[config.mk]
export PLATFORM = sky130hd
export DESIGN_NAME = pc_line_table_encoder
export DESIGN_NICKNAME = d
export VERILOG_FILES = /design/src/rtl/plte_pkg.sv /design/src/rtl/plte_alu.sv /design/src/rtl/pc_line_table_encoder.sv
export SDC_FILE = /design/constraint.sdc
export NUM_CORES = 1
export LEC_CHECK = 0
export BUFFER_PORTS_ARGS = -buffer_cell sky130_fd_sc_hd__buf_2
export CAP_MARGIN = 20
export CELL_PAD_IN_SITES_DETAIL_PLACEMENT = 1
export CELL_PAD_IN_SITES_GLOBAL_PLACEMENT = 2
export CORE_ASPECT_RATIO = 1.25
export CORE_UTILIZATION = 40
export CTS_CLUSTER_SIZE = 12
export DETAILED_ROUTE_END_ITERATION = 12
export GPL_ROUTABILITY_DRIVEN = 0
export GPL_TIMING_DRIVEN = 0
export MAX_ROUTING_LAYER = met4
export PLACE_DENSITY_LB_ADDON = 0.1
export SYNTH_ARGS = -nofsm -noshare
export SYNTH_HDL_FRONTEND = slang
export SYNTH_SLANG_ARGS = --single-unit
[constraint.sdc]
create_clock -name aclk -period 8.95 [get_ports aclk]
set_clock_uncertainty 0.15 [all_clocks]
set_input_delay 0.4475 -clock aclk [delete_from_list [all_inputs] [get_ports aclk]]
set_output_delay 0.4475 -clock aclk [all_outputs]
set_load 0.02 [all_outputs]
[src/rtl/plte_pkg.sv]
`default_nettype none

package plte_pkg;

    localparam int          GAP_W          = 30;
    localparam int          LINE_W         = 31;
    localparam int          CHUNK_MAX      = 127;
    localparam int          SHORT_DELTA    = 64;
    localparam int          LONG_BYTES     = 5;
    localparam logic [7:0]  PAD_BYTE       = 8'd129;
    localparam logic [7:0]  CHUNK_FULL     = 8'd255;
    localparam logic [7:0]  LONG_MARK      = 8'd0;
    localparam logic [31:0] NEG_WORD_BYTES = 32'hFFFF_FFFC;

    localparam logic        CMD_RECORD     = 1'b0;
    localparam logic        CMD_FINISH     = 1'b1;

    localparam logic        REG_TEXT_BASE  = 1'b0;

    typedef enum logic [2:0] {
        ALU_PC_GAP,
        ALU_LIMIT,
        ALU_CHUNK,
        ALU_LINE,
        ALU_NEXT_PC
    } plte_alu_op_t;

    typedef struct packed {
        plte_alu_op_t      op;
        logic [31:0]       pc;
        logic [31:0]       prev_pc;
        logic [GAP_W-1:0]  gap;
        logic [LINE_W-1:0] line;
        logic [LINE_W-1:0] prev_line;
    } plte_alu_in_t;

    typedef struct packed {
        logic [31:0] diff;
        logic        borrow;
    } plte_alu_out_t;

endpackage

`default_nettype wire

[src/rtl/plte_alu.sv]
`default_nettype none

module plte_alu #(
    parameter int MAX_PC_CHUNKS = 58
) (
    input  plte_pkg::plte_alu_in_t  alu_in,
    output plte_pkg::plte_alu_out_t alu_out
);

    localparam int          GapLimit  = MAX_PC_CHUNKS * plte_pkg::CHUNK_MAX;
    localparam logic [31:0] LIMIT     = 32'(GapLimit);

    logic [31:0] op_a;
    logic [31:0] op_b;
    logic [32:0] sum;

    always_comb begin
        op_a = '0;
        op_b = '0;
        unique case (alu_in.op)
            plte_pkg::ALU_PC_GAP: begin
                op_a = alu_in.pc;
                op_b = alu_in.prev_pc;
            end
            plte_pkg::ALU_LIMIT: begin
                op_a = LIMIT;
                op_b = {2'b00, alu_in.gap};
            end
            plte_pkg::ALU_CHUNK: begin
                op_a = {2'b00, alu_in.gap};
                op_b = 32'(plte_pkg::CHUNK_MAX);
            end
            plte_pkg::ALU_LINE: begin
                op_a = {1'b0, alu_in.line};
                op_b = {1'b0, alu_in.prev_line};
            end
            plte_pkg::ALU_NEXT_PC: begin
                op_a = alu_in.pc;
                op_b = plte_pkg::NEG_WORD_BYTES;
            end
            default: begin
                op_a = '0;
                op_b = '0;
            end
        endcase
        sum = {1'b0, op_a} - {1'b0, op_b};
    end

    assign alu_out.diff   = sum[31:0];
    assign alu_out.borrow = sum[32];

endmodule

`default_nettype wire

[src/rtl/pc_line_table_encoder.sv]
`default_nettype none

// Channel   Dir  Width  Contents
// s_axis    in   64+2   tdata: pc, line; tuser: cmd, is_marker
// m_axis    out  8+1+1  tdata: code_byte; tlast: last; tuser: error
// apb       in   32     text_base at byte address 0
//
// One subtractor is shared over the gap, limit, chunk, line and next-pc steps.
// An encoded record runs gap, limit check, pc chunk bytes, line delta, next pc
// and 1 or 5 line bytes; a skipped record or a finish without padding stays idle.
// Each byte waits for the output register; m_axis_tready low stalls the sequencer.
// aresetn is synchronous: state, prev_pc, prev_line, size_odd, text_base, m_valid go to zero.
module pc_line_table_encoder #(
    parameter int MAX_PC_CHUNKS = 58
) (
    input  logic        aclk,
    input  logic        aresetn,

    input  logic        s_axis_tvalid,
    output logic        s_axis_tready,
    input  logic [63:0] s_axis_tdata,   // [31:0] pc, [62:32] line, [63] zero
    input  logic [1:0]  s_axis_tuser,   // [0] cmd, [1] is_marker

    output logic        m_axis_tvalid,
    input  logic        m_axis_tready,
    output logic [7:0]  m_axis_tdata,   // [7:0] code_byte
    output logic        m_axis_tlast,
    output logic        m_axis_tuser,   // [0] error

    input  logic        psel,
    input  logic        penable,
    input  logic        pwrite,
    input  logic [2:0]  paddr,
    input  logic [31:0] pwdata,
    output logic [31:0] prdata,
    output logic        pready
);

    typedef enum logic [3:0] {
        ST_IDLE,
        ST_GAP,
        ST_CHECK,
        ST_ERR,
        ST_CHUNK,
        ST_DELTA,
        ST_NEXT_PC,
        ST_LINE,
        ST_PAD
    } state_t;

    state_t                          state_reg, state_next;
    logic [31:0]                     text_base_reg, text_base_next;
    logic [31:0]                     prev_pc_reg, prev_pc_next;
    logic [plte_pkg::LINE_W-1:0]     prev_line_reg, prev_line_next;
    logic                            size_odd_reg, size_odd_next;
    logic [31:0]                     pc_reg, pc_next;
    logic [plte_pkg::LINE_W-1:0]     line_reg, line_next;
    logic [plte_pkg::GAP_W-1:0]      gap_reg, gap_next;
    logic [31:0]                     delta_reg, delta_next;
    logic [2:0]                      idx_reg, idx_next;
    logic                            m_valid_reg, m_valid_next;
    logic [7:0]                      m_byte_reg, m_byte_next;
    logic                            m_last_reg, m_last_next;
    logic                            m_err_reg, m_err_next;

    plte_pkg::plte_alu_in_t  alu_in;
    plte_pkg::plte_alu_out_t alu_out;

    logic       slot_free;
    logic       in_fire;
    logic       cfg_wr;
    logic       emit;
    logic [7:0] emit_byte;
    logic       emit_last;
    logic       emit_err;
    logic       delta_pos;
    logic       delta_neg;
    logic [7:0] long_byte;

    plte_alu #(
        .MAX_PC_CHUNKS(MAX_PC_CHUNKS)
    ) u_alu (
        .alu_in (alu_in),
        .alu_out(alu_out)
    );

    assign slot_free = !m_valid_reg || m_axis_tready;
    assign in_fire   = s_axis_tvalid && s_axis_tready;
    assign cfg_wr    = psel && penable && pwrite && (paddr[2] == plte_pkg::REG_TEXT_BASE);

    assign delta_pos = (delta_reg[31:7] == '0) &&
                       (delta_reg[6:0] <= 7'(plte_pkg::SHORT_DELTA));
    assign delta_neg = &delta_reg[31:6];

    always_comb begin
        case (idx_reg)
            3'd0:    long_byte = plte_pkg::LONG_MARK;
            3'd1:    long_byte = delta_reg[31:24];
            3'd2:    long_byte = delta_reg[23:16];
            3'd3:    long_byte = delta_reg[15:8];
            default: long_byte = delta_reg[7:0];
        endcase
    end

    always_comb begin
        state_next     = state_reg;
        text_base_next = text_base_reg;
        prev_pc_next   = prev_pc_reg;
        prev_line_next = prev_line_reg;
        size_odd_next  = size_odd_reg;
        pc_next        = pc_reg;
        line_next      = line_reg;
        gap_next       = gap_reg;
        delta_next     = delta_reg;
        idx_next       = idx_reg;
        emit           = 1'b0;
        emit_byte      = '0;
        emit_last      = 1'b0;
        emit_err       = 1'b0;

        alu_in.op        = plte_pkg::ALU_PC_GAP;
        alu_in.pc        = pc_reg;
        alu_in.prev_pc   = prev_pc_reg;
        alu_in.gap       = gap_reg;
        alu_in.line      = line_reg;
        alu_in.prev_line = prev_line_reg;

        unique case (state_reg)
            ST_IDLE: begin
                if (in_fire) begin
                    if (s_axis_tuser[0] == plte_pkg::CMD_FINISH) begin
                        if (size_odd_reg) begin
                            state_next = ST_PAD;
                        end
                    end else if (!s_axis_tuser[1] &&
                                 (s_axis_tdata[62:32] != prev_line_reg)) begin
                        pc_next    = s_axis_tdata[31:0];
                        line_next  = s_axis_tdata[62:32];
                        state_next = ST_GAP;
                    end
                end
            end
            ST_GAP: begin
                alu_in.op  = plte_pkg::ALU_PC_GAP;
                gap_next   = alu_out.diff[31:2];
                state_next = ST_CHECK;
            end
            ST_CHECK: begin
                alu_in.op  = plte_pkg::ALU_LIMIT;
                state_next = alu_out.borrow ? ST_ERR : ST_CHUNK;
            end
            ST_ERR: begin
                if (slot_free) begin
                    emit       = 1'b1;
                    emit_byte  = '0;
                    emit_last  = 1'b1;
                    emit_err   = 1'b1;
                    state_next = ST_IDLE;
                end
            end
            ST_CHUNK: begin
                alu_in.op = plte_pkg::ALU_CHUNK;
                if (gap_reg == '0) begin
                    state_next = ST_DELTA;
                end else if (slot_free) begin
                    emit          = 1'b1;
                    size_odd_next = !size_odd_reg;
                    if (alu_out.borrow) begin
                        emit_byte = {1'b1, gap_reg[6:0]};
                        gap_next  = '0;
                    end else begin
                        emit_byte = plte_pkg::CHUNK_FULL;
                        gap_next  = alu_out.diff[plte_pkg::GAP_W-1:0];
                    end
                end
            end
            ST_DELTA: begin
                alu_in.op      = plte_pkg::ALU_LINE;
                delta_next     = alu_out.diff;
                prev_line_next = line_reg;
                idx_next       = '0;
                state_next     = ST_NEXT_PC;
            end
            ST_NEXT_PC: begin
                alu_in.op    = plte_pkg::ALU_NEXT_PC;
                prev_pc_next = alu_out.diff;
                state_next   = ST_LINE;
            end
            ST_LINE: begin
                if (slot_free) begin
                    emit          = 1'b1;
                    size_odd_next = !size_odd_reg;
                    if (delta_pos) begin
                        emit_byte  = delta_reg[7:0];
                        emit_last  = 1'b1;
                        state_next = ST_IDLE;
                    end else if (delta_neg) begin
                        emit_byte  = 8'(plte_pkg::SHORT_DELTA) - delta_reg[7:0];
                        emit_last  = 1'b1;
                        state_next = ST_IDLE;
                    end else begin
                        emit_byte = long_byte;
                        idx_next  = idx_reg + 3'd1;
                        if (idx_reg == 3'(plte_pkg::LONG_BYTES - 1)) begin
                            emit_last  = 1'b1;
                            state_next = ST_IDLE;
                        end
                    end
                end
            end
            ST_PAD: begin
                if (slot_free) begin
                    emit          = 1'b1;
                    emit_byte     = plte_pkg::PAD_BYTE;
                    emit_last     = 1'b1;
                    size_odd_next = 1'b0;
                    state_next    = ST_IDLE;
                end
            end
            default: begin
                state_next = ST_IDLE;
            end
        endcase

        if (cfg_wr) begin
            text_base_next = pwdata;
            prev_pc_next   = pwdata;
        end

        m_valid_next = m_valid_reg;
        m_byte_next  = m_byte_reg;
        m_last_next  = m_last_reg;
        m_err_next   = m_err_reg;
        if (emit) begin
            m_valid_next = 1'b1;
            m_byte_next  = emit_byte;
            m_last_next  = emit_last;
            m_err_next   = emit_err;
        end else if (m_axis_tready) begin
            m_valid_next = 1'b0;
        end
    end

    always_ff @(posedge aclk) begin
        if (!aresetn) begin
            state_reg     <= ST_IDLE;
            text_base_reg <= '0;
            prev_pc_reg   <= '0;
            prev_line_reg <= '0;
            size_odd_reg  <= 1'b0;
            m_valid_reg   <= 1'b0;
        end else begin
            state_reg     <= state_next;
            text_base_reg <= text_base_next;
            prev_pc_reg   <= prev_pc_next;
            prev_line_reg <= prev_line_next;
            size_odd_reg  <= size_odd_next;
            m_valid_reg   <= m_valid_next;
        end
        pc_reg     <= pc_next;
        line_reg   <= line_next;
        gap_reg    <= gap_next;
        delta_reg  <= delta_next;
        idx_reg    <= idx_next;
        m_byte_reg <= m_byte_next;
        m_last_reg <= m_last_next;
        m_err_reg  <= m_err_next;
    end

    assign s_axis_tready = (state_reg == ST_IDLE);
    assign m_axis_tvalid = m_valid_reg;
    assign m_axis_tdata  = m_byte_reg;
    assign m_axis_tlast  = m_last_reg;
    assign m_axis_tuser  = m_err_reg;
    assign prdata        = (paddr[2] == plte_pkg::REG_TEXT_BASE) ? text_base_reg : '0;
    assign pready        = 1'b1;

endmodule

`default_nettype wire

==> impl_metrics.tcl, run 1 <==
set metrics [dict create \
    outcome "finished clean" \
    yosysMostFrequentCell "nand2_1" \
    num_vias 12300 \
    min_period_ps 6320 \
    p_switching_w 0.00172 \
    antenna_found_initial 0 \
    power_w 0.00430 \
    synth_top_area_share_pct 31.6 \
    internal_power_w 0.00258 \
    crit_family "compound AO/OA/AOI/OAI gates" \
    htree_levels 1 \
    relSlewSlack_pct 34.0 \
    hpwl_mm 40.5 \
    synth_area_leaders "edfxtp_1 32%, dfxtp_1 15%, nand2_1 7.2%, a21oi_1 7.1%, ha_1 3.6%" \
    grt_pass1_wl_mm 78.3 \
    grt_max_degree 60 \
    first_pass_iters 6 \
    ys_top_cells_by_count "252 x nand2_1, 185 x a21oi_1, 138 x edfxtp_1" \
    num_rows 73 \
    netlist_area_um2 13100 \
    remaining_drc_errors 0 \
    fp.dieH_um 204 \
    syn-num-nets 1572 \
    clkTransAtPathRegs_ps 70 \
    antenna_left 0 \
    ys_ff_latch 239 \
    synthFlopType "edfxtp_1" \
    drive_gt1_share_pct 14.0 \
    cts_tree "yes" \
    seq_area_frac_synth_pct 47.0 \
    regToRegSetupSlack_ps 2630 \
    io_buffers 148 \
    finalCritPeriodShare_pct 70.6 \
    cpPeakStageDelay_ps 790 \
    critical_path_class "flip-flop to flip-flop" \
    slowest_stage "nor3_1" \
    area_growth_pct 22.7 \
    crit_chain "clkbuf_1, nand2_1, nor3_1, nor2_1, clkbuf_1, buf_1, a21oi_1, ha_1, inv_1, fa_1, a211oi_2, o211ai_1, a21oi_1, a31oi_4, a31o_2, a21o_1, buf_2, o21ai_0, o21ai_0" \
    wl_per_cell_um 25.1 \
    drt_iter0_drc 890 \
    arrival_ps 6440 \
    end_kind "flip-flop" \
    p_comb_share_pct 39.7 \
    slew_violations 0 \
    synthArstFlopShare_pct 0 \
    grt_pass1_vias 12600 \
    avgSynthCellArea_um2 9.20 \
    ios 153 \
    rsz0062_at_grt "no" \
    clock_latency_ps 550 \
    worst_slew_pin_slew_ps 974 \
    min_path_type "primary input to flip-flop" \
    numCtsBuffers 27 \
    p_per_area_nw_per_um2 267 \
    setup-tns-final_ps 0 \
    synth_edf_count 138 \
    yosys.cell_types.count 85 \
    worst-path-buf-inv 5 \
    total_leakage_power_nw 5.93 \
    dieArea_um2 33500 \
    p_seq_share_pct 33.8 \
    ys_warn_count 0 \
    finalHoldViolCount 0 \
    die_w_um 164 \
    maxCapViolations 0 \
    fill_cells 3769 \
    irDropWorstVdd_v 0.000177 \
    wirelength_mm 52.9 \
    synth_area_leader_cell "edfxtp_1" \
    crit_path_start_kind "flip-flop" \
    cts_buffer_depth 3 \
    core_area_um2 32100 \
    clock-sinks 239 \
    fmax_ghz 0.158 \
    clkPwrFrac_pct 26.5 \
    finalSetupViolCount 0 \
    fin_nets 1825 \
    via_per_inst 5.82 \
    gr-usage-all-layers_pct 32.7 \
    cts-resized-gates 0 \
    synth_cells 1425 \
    required_ps 9070 \
    initial_core_util_pct 40.9 \
    critPathMaxFanout 10 \
    root_buffer "clkbuf_16" \
    swShare_pct 40.0 \
    grt.overflow.total 0 \
    antenna_cells 0 \
]
## power by group through the flow
stage / logic [W] / registers [W] / clock network [W]
5_1_grt: 0.00183 / 0.00145 / 0.00119
2_1_floorplan: 0.00107 / 0.00142 / 0
4_1_cts: 0.00168 / 0.00145 / 0.00115
3_5_place_dp: 0.00164 / 0.00147 / 0
3_3_place_gp: 0.00160 / 0.00148 / 0
6_report: 0.00170 / 0.00145 / 0.00114
## cell usage in the layout, fill, tap and decap left out, drive strengths merged, types with 11 or more instances in the layout
master,instances
a21oi,189
dfxtp,101
clkbuf,114
xor2,22
nor4,24
xnor2,33
ha,38
edfxtp,138
nand2,252
nor3,17
a221o,24
nor2b,43
nand3,30
o31ai,11
nand4,18
dlygate4sd3,73
buf,177
mux2i,35
o21ai,90
o211ai,14
inv,36
a21o,21
nor2,64
## worst paths after layout
check                                 startpoint           endpoint  cells after the start
worst max-delay path                state_reg[1]    m_axis_tdata[5]                     19
worst min-delay path                  pwdata[12]  text_base_reg[12]                      3
worst max register to register      state_reg[1]    m_axis_tdata[5]                     19
worst min register to register  text_base_reg[9]   text_base_reg[9]                      2
## metrics by stage
step	instance area [µm²]	hold WS (ps)	utilization, %	worst slack, ps	std cells
2_1_floorplan	13100	282	-	3730	1425
3_3_place_gp	14400	288	44.8	1930	1985
3_5_place_dp	14400	295	45.1	2860	1988
6_report	16100	8.13	50.2	2630	2110
5_1_grt	16100	10.0	50.2	2490	2110
4_1_cts	16100	1.37	50.2	2820	2110
## cells by family (layout without fill, tap and decap cells)
| kind of cell | count (synthesis) | in the layout | synth area share, % |
|---|---|---|---|
| multiplexers | 36 | 36 | 2.79 |
| adder cells (fa/ha/maj) | 39 | 39 | 3.78 |
| buffers and inverters | 131 | 404 | 3.89 |
| AND/OR/NAND/NOR | 488 | 488 | 17.2 |
| XOR/XNOR | 55 | 55 | 3.79 |
| flip-flops | 239 | 239 | 47.0 |
| other | 1 | 1 | 0.0286 |
| AO/OA/AOI/OAI | 436 | 436 | 21.5 |
## layer usage
layer | vias to the layer above | track usage, % | wire (µm)
met5 | - | - | 0
met3 | 108 | 3.04 | 2880
met2 | 453 | 55.2 | 26000
li1 | 5716 | - | -
met4 | 0 | 15.3 | 2610
met1 | 6004 | 39.2 | 21400
## cell type report
type	count	area (µm²)	share of cell area [%]
Buffer	95	375	2.33
Clock buffer	45	881	5.48
Clock inverter	4	25.0	0.156
Inverter	36	136	0.848
Multi-Input combinational cell	1055	6440	40.0
Sequential cell	239	6170	38.3
Tap cell	412	515	3.21
Timing Repair Buffer	224	1550	9.62
## worst register-to-register path: stages, from the launching register on
cell and delay (ps):
dfxtp_1 380, clkbuf_1 370, nand2_1 210, nor3_1 790
nor2_1 120, clkbuf_1 310, buf_1 440, a21oi_1 270
ha_1 200, inv_1 60, fa_1 430, a211oi_2 260
o211ai_1 200, a21oi_1 420, a31oi_4 220, a31o_2 320
a21o_1 210, buf_2 200, o21ai_0 310, o21ai_0 180
## repair_timing
action / 4_1_cts / 5_1_grt
hold buffers: 73 / 0
buffers inserted: 0 / 0
endpoints found under the hold margin: 73 / 0
Note: power is estimated with default switching activity, not from simulation.
==> run 2, diff against run 1 <==
- CORE_UTILIZATION: 40 -> 37
- clock period: 8.95 -> 6.3 ns (I/O delays scaled with it)
==> run 2 against run 1 <==
Clock-buffer cell count fell by 3. Final area is 2.0% higher. Combinational power is 44% higher. Global-route usage fell by 1.5 points. Via count up 0.45%. Clock power up 46%. Hold slack improved by 100 ps. Die area increased by 8.0%. Non-clock buffer count is 23 higher. Sequential share of layout area decreased by 0.74 points. Critical endpoint is now m_axis_tdata[6]. Largest power group unchanged.
==> impl_metrics.tcl, run 2 (same netlist as run 1, synthesis figures left out) <==
set metrics [dict create \
    outcome "finished clean" \
    htree_levels 1 \
    grt_pass1_wl_mm 80.0 \
    ios 153 \
    maxCapViolations 0 \
    rsz0062_at_grt "no" \
    dp_slack_ps 209 \
    antenna_cells 0 \
    crit_path_start_kind "flip-flop" \
    clock-sinks 239 \
    min_path_type "primary input to flip-flop" \
    fill_cells 4019 \
    worst_slack_ps 300 \
    wl_per_cell_um 24.7 \
    min_period_ps 6000 \
    total_leakage_power_nw 6.03 \
    slew_violations 0 \
    finalCritPeriodShare_pct 95.2 \
    slowest_stage "nor3_2" \
    cpPeakStageDelay_ps 500 \
    cts_tree "yes" \
    numCtsBuffers 28 \
    power_w 0.00617 \
    io_buffers 148 \
    top_layer_used "met4" \
    num_vias 12300 \
    p_per_area_nw_per_um2 376 \
    hpwl_mm 41.5 \
    dr_wl_met2_mm 26.8 \
    drive_gt1_share_pct 13.8 \
    dieArea_um2 36200 \
    critical_path_class "flip-flop to flip-flop" \
    remaining_drc_errors 0 \
    finalHoldViolCount 0 \
    drt_iter0_drc 831 \
    first_pass_iters 5 \
    wirelength_mm 54.1 \
    clkTransAtPathRegs_ps 60 \
    final_common_cell "nand2_1" \
    initial_core_util_pct 37.8 \
    final_cell_mix "252 x nand2_1, 185 x a21oi_1, 157 x buf_2" \
    area_growth_pct 25.1 \
    grt_max_degree 58 \
    crit_family "compound AO/OA/AOI/OAI gates" \
    fin_nets 1849 \
    finalSetupViolCount 0 \
    via_per_inst 5.63 \
    antenna_left 0 \
    fmax_ghz 0.167 \
    worst_slew_pin_slew_ps 1120 \
    drt-met1-wl_mm 22.2 \
    antenna_found_initial 0 \
    grt.overflow.total 0 \
    relSlewSlack_pct 23.8 \
    multiInputGateArea_um2 6440 \
    postCtsSetupBuffers 0 \
    irDropWorstVdd_v 0.000183 \
    core_area_um2 34700 \
    clock_latency_ps 580 \
    critPathMaxFanout 10 \
    root_buffer "clkbuf_16" \
    num_rows 76 \
    die_w_um 170 \
    crit_chain "clkbuf_1, nand2_1, nor3_2, nor2_1, clkbuf_1, buf_1, a21oi_1, ha_1, inv_1, fa_1, a211oi_2, o211ai_1, a21oi_1, a31oi_4, a31o_2, a21o_1, buf_2, o21ai_0, o41ai_1" \
    grt_pass1_vias 12800 \
    regArea_um2 6170 \
    required_ps 6440 \
    cts_buffer_depth 3 \
    fp.dieH_um 212 \
    wl_met3_mm 2.58 \
    end_kind "flip-flop" \
    arrival_ps 6140 \
    whs_ps 109 \
    worst-path-buf-inv 5 \
    gr-usage-all-layers_pct 31.2 \
]
run 2: cell count changes in the layout (fill, tap and decap cells not counted), sizes merged:
cell | previous run | this run
clkbuf | 114 | 111
inv | 36 | 38
clkinv | 4 | 5
clkinvlp | 0 | 1
bufinv | 0 | 2
dlygate4sd3 | 73 | 96
run 2: area by class of cell:
class	count	share of cell area, %
Multi-Input combinational cell	1055	39.3
Sequential cell	239	37.6
Timing Repair Buffer	247	10.8
Clock buffer	42	4.91
Tap cell	468	3.57
Buffer	95	2.29
Inverter	36	0.832
Clock inverter	10	0.694
run 2: worst paths after layout:
check / cells after the start / end / slack (ps) / from
hold reg to reg: 2 / text_base_reg[10] / 300 / text_base_reg[10]
hold / removal: 2 / pc_reg[31] / 110 / s_axis_tvalid
setup reg to reg: 19 / m_axis_tdata[6] / 300 / state_reg[1]
setup / recovery: 19 / m_axis_tdata[6] / 300 / state_reg[1]
run 2: metrics by stage:
stage	setup TNS, ps	utilization, %	instances	cell area, µm²
2_1_floorplan	0	-	1425	13100
3_3_place_gp	-29130	41.6	2041	14400
3_5_place_dp	0	41.8	2044	14500
4_1_cts	0	47.2	2192	16400
5_1_grt	0	47.3	2192	16400
6_report	0	47.3	2192	16400
run 2: per-layer routing:
layer  track usage, %  up-vias
li1                 -     5770
met1             36.8     6036
met2             53.7      431
met3             2.76       99
met4             14.2        0
met5                -        -
run 2: timing repair:
action / 4_1_cts / 5_1_grt
endpoints found under the hold margin: 127 / 0
resized for setup: 0 / 1
hold buffers: 96 / 0
setup endpoints to repair: 0 / 10
run 2: where the power goes:
part | internal (W) | switching (W) | total (W) | leakage [nW]
Clock | 0.000967 | 0.000699 | 0.00167 | 0.448
Combinational | 0.000801 | 0.00164 | 0.00244 | 3.51
Sequential | 0.00192 | 0.000146 | 0.00207 | 2.07
==> run 3, diff against run 2 <==
- CORE_UTILIZATION: 37 -> 38
- CTS_BUF_LIST: default -> sky130_fd_sc_hd__clkbuf_8
- CTS_CLUSTER_DIAMETER: default -> 80
- HOLD_SLACK_MARGIN: default -> 0.02
==> run 3 against run 2 <==
Maximum frequency decreased by 1.6%. Hold slack improved by 12 ps. Worst setup slack got worse by 97 ps. Die area decreased by 2.6%. Register-to-register slack got worse by 97 ps. First-iteration DRC count increased by 9.3%. Global-route usage increased by 0.19 points. Final cell count decreased by 2.4%. Largest cell class unchanged. Sequential share of layout area increased by 1.3 points.
==> impl_metrics.tcl, run 3 (same netlist as run 1, synthesis figures left out) <==
set metrics [dict create \
    outcome "finished clean" \
    worst_slew_pin_slew_ps 1080 \
    final_cell_area_um2 15900 \
    drive_gt1_share_pct 13.1 \
    finalCritPeriodShare_pct 96.8 \
    antenna_cells 0 \
    core_area_um2 33800 \
    final_cell_mix "252 x nand2_1, 185 x a21oi_1, 157 x buf_2" \
    antenna_found_initial 0 \
    antenna_left 0 \
    finalSetupViolCount 0 \
    io_buffers 148 \
    p_per_area_nw_per_um2 345 \
    p_switching_w 0.00239 \
    initial_core_util_pct 38.8 \
    hpwl_mm 41.3 \
    critPathMaxFanout 10 \
    power_w 0.00548 \
    clock-sinks 239 \
    total_leakage_power_nw 5.86 \
    setup-tns-final_ps 0 \
    p_comb_share_pct 44.6 \
    maxCapViolations 0 \
    slew_violations 0 \
    die_w_um 168 \
    gr-usage-all-layers_pct 31.3 \
    final_common_cell "nand2_1" \
    grt_pass1_vias 13000 \
    min_path_type "primary input to flip-flop" \
    drt_iter0_drc 908 \
    cts_buffer_depth 3 \
    min_period_ps 6100 \
    clkTransAtPathRegs_ps 100 \
    num_vias 12400 \
    dp_slack_ps 111 \
    via_per_inst 5.78 \
    crit_path_start_kind "flip-flop" \
    wl_per_cell_um 24.9 \
    postCtsSetupBuffers 0 \
    end_kind "flip-flop" \
    remaining_drc_errors 0 \
    required_ps 6460 \
    cts_tree "yes" \
    root_buffer "clkbuf_8" \
    clkPwrFrac_pct 17.7 \
    critical_path_class "flip-flop to flip-flop" \
    p_seq_share_pct 37.6 \
    swShare_pct 43.6 \
    htree_levels 1 \
    grt_pass1_wl_mm 79.9 \
    arrival_ps 6260 \
    fin_nets 1846 \
    place_area_um2 14500 \
    grt.overflow.total 0 \
    first_pass_iters 6 \
    num_rows 75 \
    numCtsBuffers 24 \
    worst_slack_ps 203 \
    area_growth_pct 21.0 \
    clock_latency_ps 630 \
    ios 153 \
    internal_power_w 0.00309 \
    dieArea_um2 35300 \
    fp.dieH_um 210 \
    finalHoldViolCount 0 \
    wirelength_mm 53.3 \
    grt_max_degree 60 \
    irDropWorstVdd_v 0.000137 \
    relSlewSlack_pct 27.1 \
    fmax_ghz 0.164 \
]
==> run 3: changes by cell type in the layout (fill, tap and decap cells not counted), moves of 2 or more <==
cell | previous run | this run
clkbuf_16 | 29 | 0
inv_1 | 34 | 49
clkbuf_8 | 3 | 25
clkinv_2 | 3 | 1
clkbuf_1 | 79 | 69
bufinv_16 | 2 | 0
==> run 3: final cells by class <==
type	instances	area, µm²
fillers	3986	17900
multi-input cells	1055	6440
flip-flops and latches	239	6170
repair buffers	248	1790
well taps	423	529
plain buffers	95	375
clock buffers	25	344
inverters	36	136
clock inverters	18	80.1
==> run 3: critical path: stages, from the launching register on <==
cell and delay, ps:
dfxtp_1 420, clkbuf_1 380, nand2_1 220, nor3_2 530, nor2_1 120, clkbuf_1 300
buf_1 420, a21oi_1 280, ha_1 180, inv_1 50, fa_1 430, a211oi_2 250
o211ai_1 190, a21oi_1 420, a31oi_4 220, a31o_2 320, a21o_1 220, buf_2 210
o21ai_0 340, o41ai_1 150
==> run 3: power groups by stage <==
| stage | Sequential (W) | Clock (W) | Combinational [W] |
|---|---|---|---|
| finish | 0.00206 | 0.000970 | 0.00244 |
| global route | 0.00206 | 0.00104 | 0.00262 |
| CTS | 0.00206 | 0.000987 | 0.00241 |
| detailed placement | 0.00209 | 0 | 0.00235 |
| global placement | 0.00210 | 0 | 0.00229 |
| floorplan | 0.00202 | 0 | 0.00153 |
==> run 3: path summary, 6_finish.rpt <==
path	cells after the start	from	slack, ps	endpoint
max	19	state_reg[1]	200	m_axis_tdata[6]
min	3	m_axis_tready	120	m_axis_tvalid
max reg2reg	19	state_reg[1]	200	m_axis_tdata[6]
min reg2reg	2	text_base_reg[12]	310	text_base_reg[12]
==> run 3: through the flow <==
step	utilization [%]	std cells	hold WS (ps)
6_report	46.9	2139	120
5_1_grt	46.9	2139	134
4_1_cts	46.9	2139	88.2
3_5_place_dp	42.8	1999	296
3_3_place_gp	42.6	1996	289
2_1_floorplan	-	1425	264
==> run 3: timing repair <==
action	CTS	global route
hold buffers	97	0
setup endpoints to repair	0	23
endpoints found under the hold margin	132	0
gates resized for setup	0	1
==> run 3: per-layer routing <==
layer | wire (µm) | vias to the layer above | GRT usage, %
met1 | 22000 | 6108 | 37.0
li1 | - | 5751 | -
met5 | 0 | - | -
met3 | 2440 | 103 | 3.39
met4 | 2590 | 0 | 14.7
met2 | 26300 | 400 | 53.5
